`src/rtl/srtm_pkg.sv`:
```
// ---------------------------------------------------------------------------
// srtm_pkg: shared types and constants for the stripe transfer rate monitor
// Row layout of the stripe table, sequencer states and status codes.
// ---------------------------------------------------------------------------
package srtm_pkg;

    localparam int MAX_STRIPES = 256;
    localparam int IDX_W       = $clog2(MAX_STRIPES);
    localparam int CNT_W       = $clog2(MAX_STRIPES + 1);

    localparam int IN_W  = 112;
    localparam int OUT_W = 208;

    typedef struct packed {
        logic [31:0]        t_begin;
        logic [31:0]        t_latest;
        logic [47:0]        bytes;
        logic signed [48:0] avg_rate;
        logic signed [48:0] inst_rate;
    } row_t;

    typedef enum logic [1:0] {
        STAT_OK    = 2'd0,
        STAT_COUNT = 2'd1,
        STAT_INDEX = 2'd2
    } status_t;

    typedef enum logic [3:0] {
        S_IDLE,
        S_READ,
        S_CALC,
        S_AVG_GO,
        S_AVG_WAIT,
        S_INST_GO,
        S_INST_WAIT,
        S_WRITE,
        S_SUM,
        S_DONE
    } state_t;

endpackage

```
`src/rtl/srtm_div.sv`:
```
// ---------------------------------------------------------------------------
// srtm_div: shared signed divider
// Restoring radix-2 division, one quotient bit per cycle.
// Quotient truncates toward zero.
// ---------------------------------------------------------------------------
module srtm_div (
    input  logic               clk,
    input  logic               rst_n,
    input  logic               start,
    input  logic signed [48:0] dividend,
    input  logic signed [32:0] divisor,
    output logic               done,
    output logic signed [48:0] quotient
);
    import srtm_pkg::*;

    logic [32:0] rem_reg,  rem_next;
    logic [47:0] dvd_reg,  dvd_next;
    logic [31:0] dvs_reg,  dvs_next;
    logic [5:0]  cnt_reg,  cnt_next;
    logic        neg_reg,  neg_next;
    logic        busy_reg, busy_next;
    logic        done_reg, done_next;

    logic [48:0] dvd_mag;
    logic [32:0] dvs_mag;
    logic [32:0] rem_sh;
    logic [33:0] diff;

    assign dvd_mag = dividend[48] ? 49'(-dividend) : 49'(dividend);
    assign dvs_mag = divisor[32] ? 33'(-divisor) : 33'(divisor);
    assign rem_sh  = {rem_reg[31:0], dvd_reg[47]};
    assign diff    = {1'b0, rem_sh} - {2'b00, dvs_reg};

    // load operands on start, then shift and subtract once a cycle
    always_comb
    begin
        rem_next  = rem_reg;
        dvd_next  = dvd_reg;
        dvs_next  = dvs_reg;
        cnt_next  = cnt_reg;
        neg_next  = neg_reg;
        busy_next = busy_reg;
        done_next = 1'b0;
        if (start)
        begin
            rem_next  = '0;
            dvd_next  = dvd_mag[47:0];
            dvs_next  = dvs_mag[31:0];
            cnt_next  = '0;
            neg_next  = dividend[48] ^ divisor[32];
            busy_next = 1'b1;
        end
        else if (busy_reg)
        begin
            if (!diff[33])
            begin
                rem_next = diff[32:0];
                dvd_next = {dvd_reg[46:0], 1'b1};
            end
            else
            begin
                rem_next = rem_sh;
                dvd_next = {dvd_reg[46:0], 1'b0};
            end
            cnt_next = cnt_reg + 6'd1;
            if (cnt_reg == 6'd47)
            begin
                busy_next = 1'b0;
                done_next = 1'b1;
            end
        end
    end

    always_ff @(posedge clk or negedge rst_n)
    begin
        if (!rst_n)
        begin
            busy_reg <= 1'b0;
            done_reg <= 1'b0;
            cnt_reg  <= '0;
        end
        else
        begin
            busy_reg <= busy_next;
            done_reg <= done_next;
            cnt_reg  <= cnt_next;
        end
    end

    always_ff @(posedge clk)
    begin
        rem_reg <= rem_next;
        dvd_reg <= dvd_next;
        dvs_reg <= dvs_next;
        neg_reg <= neg_next;
    end

    // apply sign to the magnitude quotient
    assign done     = done_reg;
    assign quotient = neg_reg ? -$signed({1'b0, dvd_reg}) : $signed({1'b0, dvd_reg});

endmodule

```
`config.mk`:
```
export PLATFORM = sky130hd
export DESIGN_NAME = srtm_div
export DESIGN_NICKNAME = d
export VERILOG_FILES = /design/src/rtl/srtm_pkg.sv /design/src/rtl/srtm_div.sv
export SDC_FILE = /design/constraint.sdc
export NUM_CORES = 1
export LEC_CHECK = 0
export BUFFER_PORTS_ARGS = -buffer_cell sky130_fd_sc_hd__buf_4
export CAP_MARGIN = 5
export CORE_AREA = 2 2 124 126
export DETAILED_ROUTE_END_ITERATION = 6
export DIE_AREA = 0 0 126 128
export HOLD_SLACK_MARGIN = 0.05
export PLACE_DENSITY = 0.86
export SLEW_MARGIN = 5
export SYNTH_ARGS = -nofsm -noshare
export SYNTH_HDL_FRONTEND = slang
export SYNTH_SLANG_ARGS = --single-unit
export TNS_END_PERCENT = 30
```
`constraint.sdc`:
```
create_clock -name clk -period 11 [get_ports clk]
set_clock_uncertainty 0.1 [all_clocks]
set_input_delay 2.2 -clock clk [delete_from_list [all_inputs] [get_ports clk]]
set_output_delay 2.2 -clock clk [all_outputs]
set_load 0.005 [all_outputs]
```
==> metrics.txt, run 1 <==
status=finished clean; setup TNS=0 ns; Synth Net Count=~1200; # clock sinks=121; Worst path slowest cell=or4_4; Seq/Total Area, Yosys=between 30% and 40%; power share of the sequential group=39.2%; Resize count post-CTS=0; average vias per placed instance=6.16; Worst-path clk slew=0.06 ns; placed cells=1335; # H-tree levels=4; switching power=0.413 mW; Worst Reg-to-Reg Cells=13; combinational family with the most area after synthesis=compound AO/OA/AOI/OAI gates; Worst VDD drop=0.000105 V; Synth Register Bits=121; WS Path Type=reg -> out; Non-Filler Instances=about 1400; Buf+Inv Stages, Crit Path=1; area of the core=14900 um2; crit path max fanout=6; vias in the first global route=around 7800; Slew headroom=between 30% and 40%; Syn Area/Cell=8.60 um2; Fillers=1120; post-route ant nets=0; Area growth, synth to finish=18.1%; clk root buf=clkbuf_16; r2r startpoint=dvd_reg[47]$_DFFE_PP_; slowest stage delay, CP=0.57 ns; setup violators final=0; setup slack, reg-to-reg=7.46 ns; XOR/XNOR Fraction of Synth Area=14.5%; Switching Fraction=28.4%; unrepaired setup endpoints after global routing=false; clk_lat worst skew=0.43 ns; gr usage total=28.4%; hold path start=rem_reg[3]$_SDFFE_PP0P_; Hold Crit Class=reg -> reg; Highest Clock Rate=160 MHz; mapped cell area=about 9200 um2; CTS tree=yes; Ys Warns=0; DIE WIDTH=126 um; post-synthesis async set-or-reset flop share=roughly 6.6%; gr ovfl total=0; synthesized instance count=~1100; startpoint type of the worst setup path=register; n_diodes=0; Req. time, crit path=8.70 ns; initial core utilization=approximately 62%; post-synth cell types=67; initial antenna violation count=0; reg-to-reg critical path endpoint=rem_reg[20]$_SDFFE_PP0P_; crit end category=output pin; Int Power=about 1.0 mW; Synth Area in Simple Gates=17.3%; maxcap violations=0; I/O pin cnt=135; Post-synth EDFFs=81; Num CTS Buffers=17; initial DRC count=~900; Detailed Routing Iterations Pass 1=6; Worst-Margin Slew=1.01 ns; GP Congestion=0.965; final hold vios=0; Net count, final=~1300; critical path arrival=3.94 ns; Adder-Cell Fraction of Synth Area=5.12%; total wire length=22500 um; fin crit period=around 6.2 ns; placement row count=45; DP Wirelength=16400 um; dominant synthesized flop cell=edfxtp_1; Synth Area in Compound Gates=21.8%; WL per Instance=16.5 um; Setup Buffers After CTS=0; commonest cells after routing, fill and taps aside=buf_4 (140), nand2_1 (117), nor2_1 (100), a21oi_1 (82), edfxtp_1 (81); maximum clock insertion buffer count=2; post-synthesis mux area share=0.885%; Tcrit/Tclk final=56.7%; Largest delay share family, worst path=simple AND/OR/NAND/NOR gates; Hold Path End=rem_reg[4]$_SDFFE_PP0P_; fraction of layout cells with a size suffix above 1=between 15 and 20%; critical-path cell list=or4_4 > or4_4 > or3_4 > or3_1 > or2_1 > or3_1 > o41a_1 > buf_4; hold depth=2; port bufs=around 130; most common cell after layout, fill and taps aside=buf_4; PwrDens=134 nW/um2; Comb pwr share=a little over a fifth; Remaining DRCs=0; # hold bufs at CTS=0; via count=8415; die area=16100 um2; first-pass GRT wire length=37300 um; Die H=128 um; largest net degree at the start of global routing=85; power share of the clock group=39.0%; final max-slew violation count=0; flip-flop count of the largest register after layout=48; Leakage=4.30 nW
-- per-layer routing --
layer,track usage (%),wire (um),vias to the layer above
met5,0,0,-
met4,8.92,430,0
met3,5.76,1660,40
met2,47.8,10700,346
met1,37.1,9720,3946
li1,-,-,4083
-- Yosys cell counts, types with 5 or more instances --
cell type  number  area share, %
nand2_1       117            4.8
nor2_1        100            4.1
a21oi_1        82            4.5
edfxtp_1       81             26
xnor2_1        78            7.4
xor2_1         74            7.0
o21ai_0        67            3.6
clkbuf_1       54            2.2
inv_1          53            2.2
ha_1           36            4.9
o31ai_1        34            2.8
dfxtp_1        32            7.0
or3_1          23            1.6
a311oi_1       22            2.1
o41ai_1        18            1.7
or4_1          16            1.3
a21o_1         13            1.1
nor3_1         12           0.65
nor4_1         11           0.75
nand4_1        10           0.68
dfrtp_1         8            2.2
nand2b_1        8           0.54
nand3_1         8           0.44
mux2i_1         7           0.76
o211ai_1        7           0.57
o21a_1          7           0.57
a211oi_1        6           0.49
a31oi_1         6           0.41
a32oi_1         5           0.48
and3_1          5           0.34
buf_1           5           0.20
nor2b_1         5           0.34
-- area by class of cell --
cell class | count | area [um2] | area share (%)
Multi-Input combinational cell | 833 | 5480 | 50.5
Sequential cell | 121 | 3270 | 30.2
Timing Repair Buffer | 140 | 1050 | 9.68
Clock buffer | 22 | 539 | 4.97
Tap cell | 188 | 235 | 2.17
Inverter | 53 | 199 | 1.83
Clock inverter | 10 | 75.1 | 0.692
-- how the worst max path moves through the flow --
stage / from / to / cells after the start
final: dvd_reg[16]$_DFFE_PP_ / quotient[48] / 8
after global routing: dvd_reg[15]$_DFFE_PP_ / quotient[46] / 9
after floorplan: dvd_reg[17]$_DFFE_PP_ / quotient[40] / 9
after CTS: dvd_reg[15]$_DFFE_PP_ / quotient[48] / 8
after detailed placement: dvd_reg[17]$_DFFE_PP_ / quotient[48] / 8
after global placement: dvd_reg[17]$_DFFE_PP_ / quotient[48] / 8
-- cells by family after synthesis --
logic type               Yosys count
buffers and inverters            115
multiplexers                       8
AO/OA/AOI/OAI                    300
AND/OR/NAND/NOR                  336
flip-flops                       121
XOR/XNOR                         152
adder cells (fa/ha/maj)           37
-- power by group through the flow --
stage	clock [mW]	sequential, mW	combinational, mW
after detailed placement	0	0.577	0.311
final	0.567	0.570	0.315
after floorplan	0	0.566	0.182
after global routing	0.587	0.575	0.347
after CTS	0.571	0.568	0.314
after global placement	0	0.575	0.303
-- stage by stage --
stage / worst slack [ns] / total power, mW / util, % / hold slack [ns] / cell area [um2]
2_1_floorplan: 5.57 / 0.747 / - / 0.353 / 9190
3_3_place_gp: 5.26 / 0.878 / 68.9 / 0.385 / 10200
3_5_place_dp: 5.23 / 0.888 / 68.9 / 0.395 / 10200
4_1_cts: 4.76 / 1.45 / 73.0 / 0.403 / 10900
5_1_grt: 4.64 / 1.51 / 73.0 / 0.435 / 10900
6_report: 4.76 / 1.45 / 73.0 / 0.406 / 10900
-- worst min-delay path, delay by kind of cell, from the launching register on --
| kind | cells | cell delay (ns) |
|---|---|---|
| AO/OA/AOI/OAI | 1 | 0.07 |
| flip-flops | 1 | 0.33 |
| AND/OR/NAND/NOR | 1 | 0.06 |
No activity file was read; power rests on OpenSTA's default activity.
==> inputs of run 2 (changes only) <==
--- a/config.mk
+++ b/config.mk
@@ -7,11 +7,11 @@
 export LEC_CHECK = 0
 export BUFFER_PORTS_ARGS = -buffer_cell sky130_fd_sc_hd__buf_4
 export CAP_MARGIN = 5
-export CORE_AREA = 2 2 124 126
+export CORE_AREA = 2 2 128 130
 export DETAILED_ROUTE_END_ITERATION = 6
-export DIE_AREA = 0 0 126 128
+export DIE_AREA = 0 0 130 132
 export HOLD_SLACK_MARGIN = 0.05
-export PLACE_DENSITY = 0.86
+export PLACE_DENSITY = 0.81
 export SLEW_MARGIN = 5
 export SYNTH_ARGS = -nofsm -noshare
 export SYNTH_HDL_FRONTEND = slang
==> constraint.sdc (replaced) <==
create_clock -name clk -period 6 [get_ports clk]
set_clock_uncertainty 0.1 [all_clocks]
set_input_delay 1.2 -clock clk [delete_from_list [all_inputs] [get_ports clk]]
set_output_delay 1.2 -clock clk [all_outputs]
set_load 0.005 [all_outputs]
==> run 2 against run 1 <==
Net effect:
- final cell count is 2.0% higher
- highest routed layer unchanged
- worst setup slack lost 4.0 ns
- first-iteration DRC count shrank 13%
- count of clock-buffer cells in the layout up 3
==> metrics.txt, run 2 (same netlist as run 1, synthesis figures left out) <==
status=finished clean; most common cell after layout, fill and taps aside=buf_4; Resize count post-CTS=0 (unchanged); design area=10900 um2 (+0.14%); Worst-Margin Slew=1.03 ns (+0.0212 ns); Net count, final=1288 (unchanged); DIE WIDTH=130 um (+3.2%); Highest Clock Rate=191 MHz; post-route ant nets=0 (unchanged); n_diodes=0 (unchanged); area of the core=15700 um2 (+5.7%); Setup Buffers After CTS=0 (unchanged); Fillers=1268 (+13%); CTS tree=yes; gr usage total=25.9% (-2.5 points); first-pass GRT wire length=36100 um (-3.2%); commonest cells after routing, fill and taps aside=buf_4 (140), nand2_1 (117), nor2_1 (100), a21oi_1 (82), edfxtp_1 (81); Detailed Routing Iterations Pass 1=6 (unchanged); Slew headroom=31.4% (-1.4 points); initial antenna violation count=0 (unchanged); I/O pin cnt=135 (unchanged); WL per Instance=16.1 um (-2.6%); Area after DPL=10300 um2 (+0.34%); via count=8318 (-1.2%); Leakage=4.30 nW (about the same); vias in the first global route=7601 (-2.1%); total power=2.65 mW (+83%); Worst VDD drop=0.000216 V (+110%); initial core utilization=58.5% (-3.3 points); unrepaired setup endpoints after global routing=false; PwrDens=244 nW/um2 (+82%); gr ovfl total=0 (unchanged); reg-to-reg critical path endpoint=rem_reg[0]$_SDFFE_PP0P_; die area=17200 um2 (+6.4%); Area growth, synth to finish=18.2%; largest net degree at the start of global routing=86 (+1.2%); setup slack, reg-to-reg=2.18 ns (-5.28 ns); startpoint type of the worst setup path=register; # clock sinks=121 (unchanged); flip-flop count of the largest register after layout=48 (unchanged); initial DRC count=760 (-13%); fin crit period=5.25 ns; final hold vios=0 (unchanged); Worst Reg-to-Reg Cells=10 (-3); hold depth=2 (unchanged); placement row count=46 (+2.2%); port bufs=134 (unchanged); Req. time, crit path=4.70 ns (-4.00 ns); Die H=132 um (+3.1%); Hold Crit Class=reg -> reg; Num CTS Buffers=17 (unchanged); final max-slew violation count=0 (unchanged); # hold bufs at CTS=0 (unchanged); maximum clock insertion buffer count=2 (unchanged); critical path arrival=3.95 ns (about the same); fraction of layout cells with a size suffix above 1=15.9% (-0.17 points); Remaining DRCs=0 (unchanged); Worst-path clk slew=0.06 ns (about the same); clk_lat worst skew=0.42 ns (about the same); setup TNS=0 ns (unchanged); GP Congestion=0.889 (-7.8%); PnR worst setup slack=0.752 ns (-4.01 ns); clk root buf=clkbuf_16; crit path max fanout=6 (unchanged); Setup Slack @ Placement=1.20 ns (-4.03 ns); total wire length=22400 um (-0.56%); maxcap violations=0 (unchanged); # H-tree levels=4 (unchanged); setup violators final=0 (unchanged); Hold Path End=rem_reg[4]$_SDFFE_PP0P_; hold path start=rem_reg[3]$_SDFFE_PP0P_; crit end category=output pin; DP Wirelength=16300 um (-0.61%); average vias per placed instance=5.96 (-3.1%); WS Path Type=reg -> out; r2r startpoint=rem_reg[25]$_SDFFE_PP0P_; Tcrit/Tclk final=87.5%
run 2: stage by stage:
step | util (%) | hold WS, ns | cells
6_report | 69.2 | 0.407 | 1395
4_1_cts | 69.2 | 0.407 | 1395
3_5_place_dp | 65.4 | 0.400 | 1363
3_3_place_gp | 65.4 | 0.388 | 1363
2_1_floorplan | - | 0.353 | 1069
5_1_grt | 69.2 | 0.425 | 1395
run 2: critical path, stage by stage, from the launching register on:
cell and delay [ns]:
edfxtp_1 0.46, or4_4 0.54, or4_4 0.45, or3_4 0.43
or3_1 0.38, or2_1 0.26, or3_1 0.49, o41a_1 0.38
buf_4 0.14
run 2: report_power, final:
group          switching, mW  internal, mW
Combinational          0.280         0.289
Clock                  0.371         0.665
Sequential            0.0736         0.975
run 2: layout make-up:
cell class                      instances  area (um2)  share of cell area [%]
Multi-Input combinational cell        833        5480                    50.4
Sequential cell                       121        3270                    30.1
Timing Repair Buffer                  140        1050                    9.67
Clock buffer                           25         505                    4.65
Tap cell                              216         270                    2.49
Inverter                               53         199                    1.83
Clock inverter                          7        88.8                   0.817
run 2: per-layer routing:
layer / vias to the layer above / track usage (%) / wire (um)
li1: 4095 / - / -
met1: 3863 / 35.2 / 9770
met2: 324 / 42.1 / 10900
met3: 36 / 4.02 / 1390
met4: 0 / 8.78 / 378
met5: - / 0 / 0
run 2: how the worst max path moves through the flow:
stage / from / to / slack (ns) / cells after the start
floorplan: dvd_reg[17]$_DFFE_PP_ / quotient[40] / 1.57 / 9
global placement: dvd_reg[17]$_DFFE_PP_ / quotient[48] / 1.27 / 8
detailed placement: dvd_reg[15]$_DFFE_PP_ / quotient[48] / 1.20 / 8
CTS: dvd_reg[15]$_DFFE_PP_ / quotient[48] / 0.75 / 8
global route: dvd_reg[16]$_DFFE_PP_ / quotient[44] / 0.64 / 9
finish: dvd_reg[15]$_DFFE_PP_ / quotient[48] / 0.75 / 8
==> inputs of run 3 (changes only) <==
--- a/config.mk
+++ b/config.mk
@@ -7,11 +7,12 @@
 export LEC_CHECK = 0
 export BUFFER_PORTS_ARGS = -buffer_cell sky130_fd_sc_hd__buf_4
 export CAP_MARGIN = 5
-export CORE_AREA = 2 2 128 130
+export CORE_AREA = 2 2 135 137
 export DETAILED_ROUTE_END_ITERATION = 6
-export DIE_AREA = 0 0 130 132
+export DIE_AREA = 0 0 137 139
+export GPL_TIMING_DRIVEN = 0
 export HOLD_SLACK_MARGIN = 0.05
-export PLACE_DENSITY = 0.81
+export PLACE_DENSITY = 0.78
 export SLEW_MARGIN = 5
 export SYNTH_ARGS = -nofsm -noshare
 export SYNTH_HDL_FRONTEND = slang
==> constraint.sdc (replaced) <==
create_clock -name clk -period 4.4 [get_ports clk]
set_clock_uncertainty 0.1 [all_clocks]
set_input_delay 0.88 -clock clk [delete_from_list [all_inputs] [get_ports clk]]
set_output_delay 0.88 -clock clk [all_outputs]
set_load 0.005 [all_outputs]
==> run 3 against run 2 <==
Net effect:
- the run now ends with negative setup slack left
- sequential share of layout area fell by 1.1 points
- utilization decreased by 5.4 points
- critical endpoint is now quotient[44]
- global-route usage about the same
- flip-flop and latch count stayed put
- hold slack got worse by 0.25 ns
- power is 36% higher
- combinational power is 51% higher
- critical path depth is 1 higher
- die area is 11% higher
==> metrics.txt, run 3 (same netlist as run 1, synthesis figures left out) <==
die area=19000 um2 (+11%); via count=8692 (+4.5%); Final Hold Slack=0.161 ns (-0.246 ns); Slew headroom=35.3% (+3.8 points); Hold Crit Class=in -> async; first-pass GRT wire length=39600 um (+9.7%); failing checks=negative setup slack; initial antenna violation count=0 (unchanged); # clock sinks=121 (unchanged); final max-slew violation count=0 (unchanged); Req. time, crit path=3.42 ns (-1.28 ns); setup TNS=-1.69 ns (-1.69 ns); Worst path most repeated cell=or3_4; commonest cells after routing, fill and taps aside=buf_4 (151), nand2_1 (117), nor2_1 (100), a21oi_1 (82), edfxtp_1 (81); clk_lat worst skew=0.42 ns (about the same); gr usage total=25.9% (+0.032 points); Area after DPL=10500 um2 (+2.2%); Comb pwr share=23.7% (+2.3 points); GP Congestion=0.926 (+4.1%); Detailed Routing Iterations Pass 1=5 (-1); Highest Clock Rate=213 MHz; switching power=1.04 mW (+44%); crit path max fanout=6 (unchanged); power share of the sequential group=39.2% (-0.3 points); total wire length=24900 um (+11%); status=finished with violations; Leakage=4.46 nW (+3.8%); I/O pin cnt=135 (unchanged); Layout Utilization=63.8% (-5.4 points); crit end category=output pin; gr ovfl total=0 (unchanged); # H-tree levels=4 (unchanged); DIE WIDTH=137 um (+5.4%); Worst-path clk slew=0.06 ns (about the same); initial DRC count=618 (-19%); startpoint type of the worst setup path=register; port bufs=133 (-0.75%); n_diodes=0 (unchanged); vias in the first global route=8205 (+7.9%); maximum clock insertion buffer count=2 (unchanged); average vias per placed instance=5.88 (-1.4%); fraction of layout cells with a size suffix above 1=17.4% (+1.4 points); PwrDens=320 nW/um2 (+31%); maxcap violations=0 (unchanged); CTS tree=yes; r2r startpoint=dvd_reg[47]$_DFFE_PP_; Worst Reg-to-Reg Cells=12 (+2); placement row count=49 (+6.5%); Worst-Margin Slew=0.967 ns (-0.0605 ns); design area=11300 um2 (+3.7%); DP Wirelength=18700 um (+14%); slowest stage delay, CP=0.54 ns (about the same); largest net degree at the start of global routing=39 (-55%); unrepaired setup endpoints after global routing=true; setup slack, reg-to-reg=0.33 ns (-1.85 ns); Worst path slowest cell=or4_4; Area growth, synth to finish=22.6%; reg-to-reg critical path endpoint=rem_reg[20]$_SDFFE_PP0P_; Int Power=2.57 mW (+33%); setup violators final=9 (+9); WS Path Type=reg -> out; critical-path cell list=or4_4 > or4_4 > or3_4 > or3_4 > or2_4 > or3_4 > o31ai_4 > xnor2_2 > buf_4; PnR worst setup slack=-0.303 ns (-1.06 ns); power share of the clock group=37.0% (-2.0 points); Die H=139 um (+5.3%); Tcrit/Tclk final=107%; # hold bufs at CTS=0 (unchanged); critical path arrival=3.72 ns (-0.23 ns); area of the core=17700 um2 (+12%); Worst VDD drop=0.000285 V (+32%); fin crit period=between 4 and 5 ns; clk root buf=clkbuf_16; flip-flop count of the largest register after layout=48 (unchanged); initial core utilization=52.1% (-6.4 points); post-route ant nets=0 (unchanged); Remaining DRCs=0 (unchanged); Net count, final=1359 (+5.5%); most common cell after layout, fill and taps aside=buf_4; Switching Fraction=28.9% (+1.6 points); final hold vios=0 (unchanged); WL per Instance=16.9 um (+4.9%); Num CTS Buffers=17 (unchanged)
-- run 3: cell count changes in the layout (fill, tap and decap cells not counted), sizes merged --
cell	before	now
clkbuf	25	73
buf	140	158
clkinv	3	7
clkinvlp	1	3
bufinv	2	1
-- run 3: cell type report --
| class | instances | area (um2) |
|---|---|---|
| clock buffer | 20 | 468 |
| timing repair buffer | 150 | 1140 |
| inverter | 53 | 199 |
| fill | 1520 | 6390 |
| buffer | 61 | 238 |
| tap | 229 | 287 |
| sequential | 121 | 3270 |
| multi-input combinational | 833 | 5570 |
| clock inverter | 12 | 97.6 |
-- run 3: worst max path at each step --
stage | endpoint | slack (ns) | depth (start not counted) | from
floorplan | quotient[40] | 0.29 | 9 | dvd_reg[17]$_DFFE_PP_
finish | quotient[44] | -0.30 | 9 | dvd_reg[16]$_DFFE_PP_
global placement | dvd_reg[45]$_DFFE_PP_ | -0.17 | 10 | dividend[4]
CTS | quotient[48] | -0.31 | 9 | dvd_reg[16]$_DFFE_PP_
detailed placement | dvd_reg[45]$_DFFE_PP_ | -0.29 | 10 | dividend[4]
global route | quotient[44] | -0.36 | 9 | dvd_reg[14]$_DFFE_PP_
-- run 3: routing by layer --
| layer | track usage [%] | wire, um |
|---|---|---|
| met1 | 33.4 | 10600 |
| met3 | 3.65 | 1780 |
| met2 | 44.2 | 12000 |
| met5 | 0 | 0 |
| met4 | 8.90 | 512 |
-- run 3: power groups by stage --
| stage | clock [mW] | sequential, mW | combinational [mW] |
|---|---|---|---|
| after floorplan | 0 | 1.41 | 0.454 |
| after global placement | 0 | 1.44 | 0.789 |
| after detailed placement | 0 | 1.44 | 0.804 |
| after CTS | 1.35 | 1.41 | 0.835 |
| after global routing | 1.40 | 1.43 | 0.938 |
| final | 1.34 | 1.42 | 0.857 |
-- run 3: what timing repair did --
action / 4_1_cts / 5_1_grt
buffers inserted: 12 / 4
pin swaps: 5 / 4
resized for setup: 11 / 9
endpoints found under the setup margin: 19 / 18
gates cloned: 0 / 0
-- run 3: critical path: cells and delay by family (launching register included) --
family,cells,cell delay [ns]
AOI/OAI and AO/OA,1,0.27
xor gates and xnor gates,1,0.15
buffers and inverters,1,0.14
DFF,1,0.40
and+or+nand+nor,6,2.34
-- run 3: per-stage QoR --
step           setup WS (ns)  instances  power [mW]
2_1_floorplan          0.286       1069        1.87
3_3_place_gp          -0.170       1431        2.23
3_5_place_dp          -0.292       1432        2.24
4_1_cts               -0.309       1476        3.60
5_1_grt               -0.359       1479        3.77
6_report              -0.303       1479        3.61
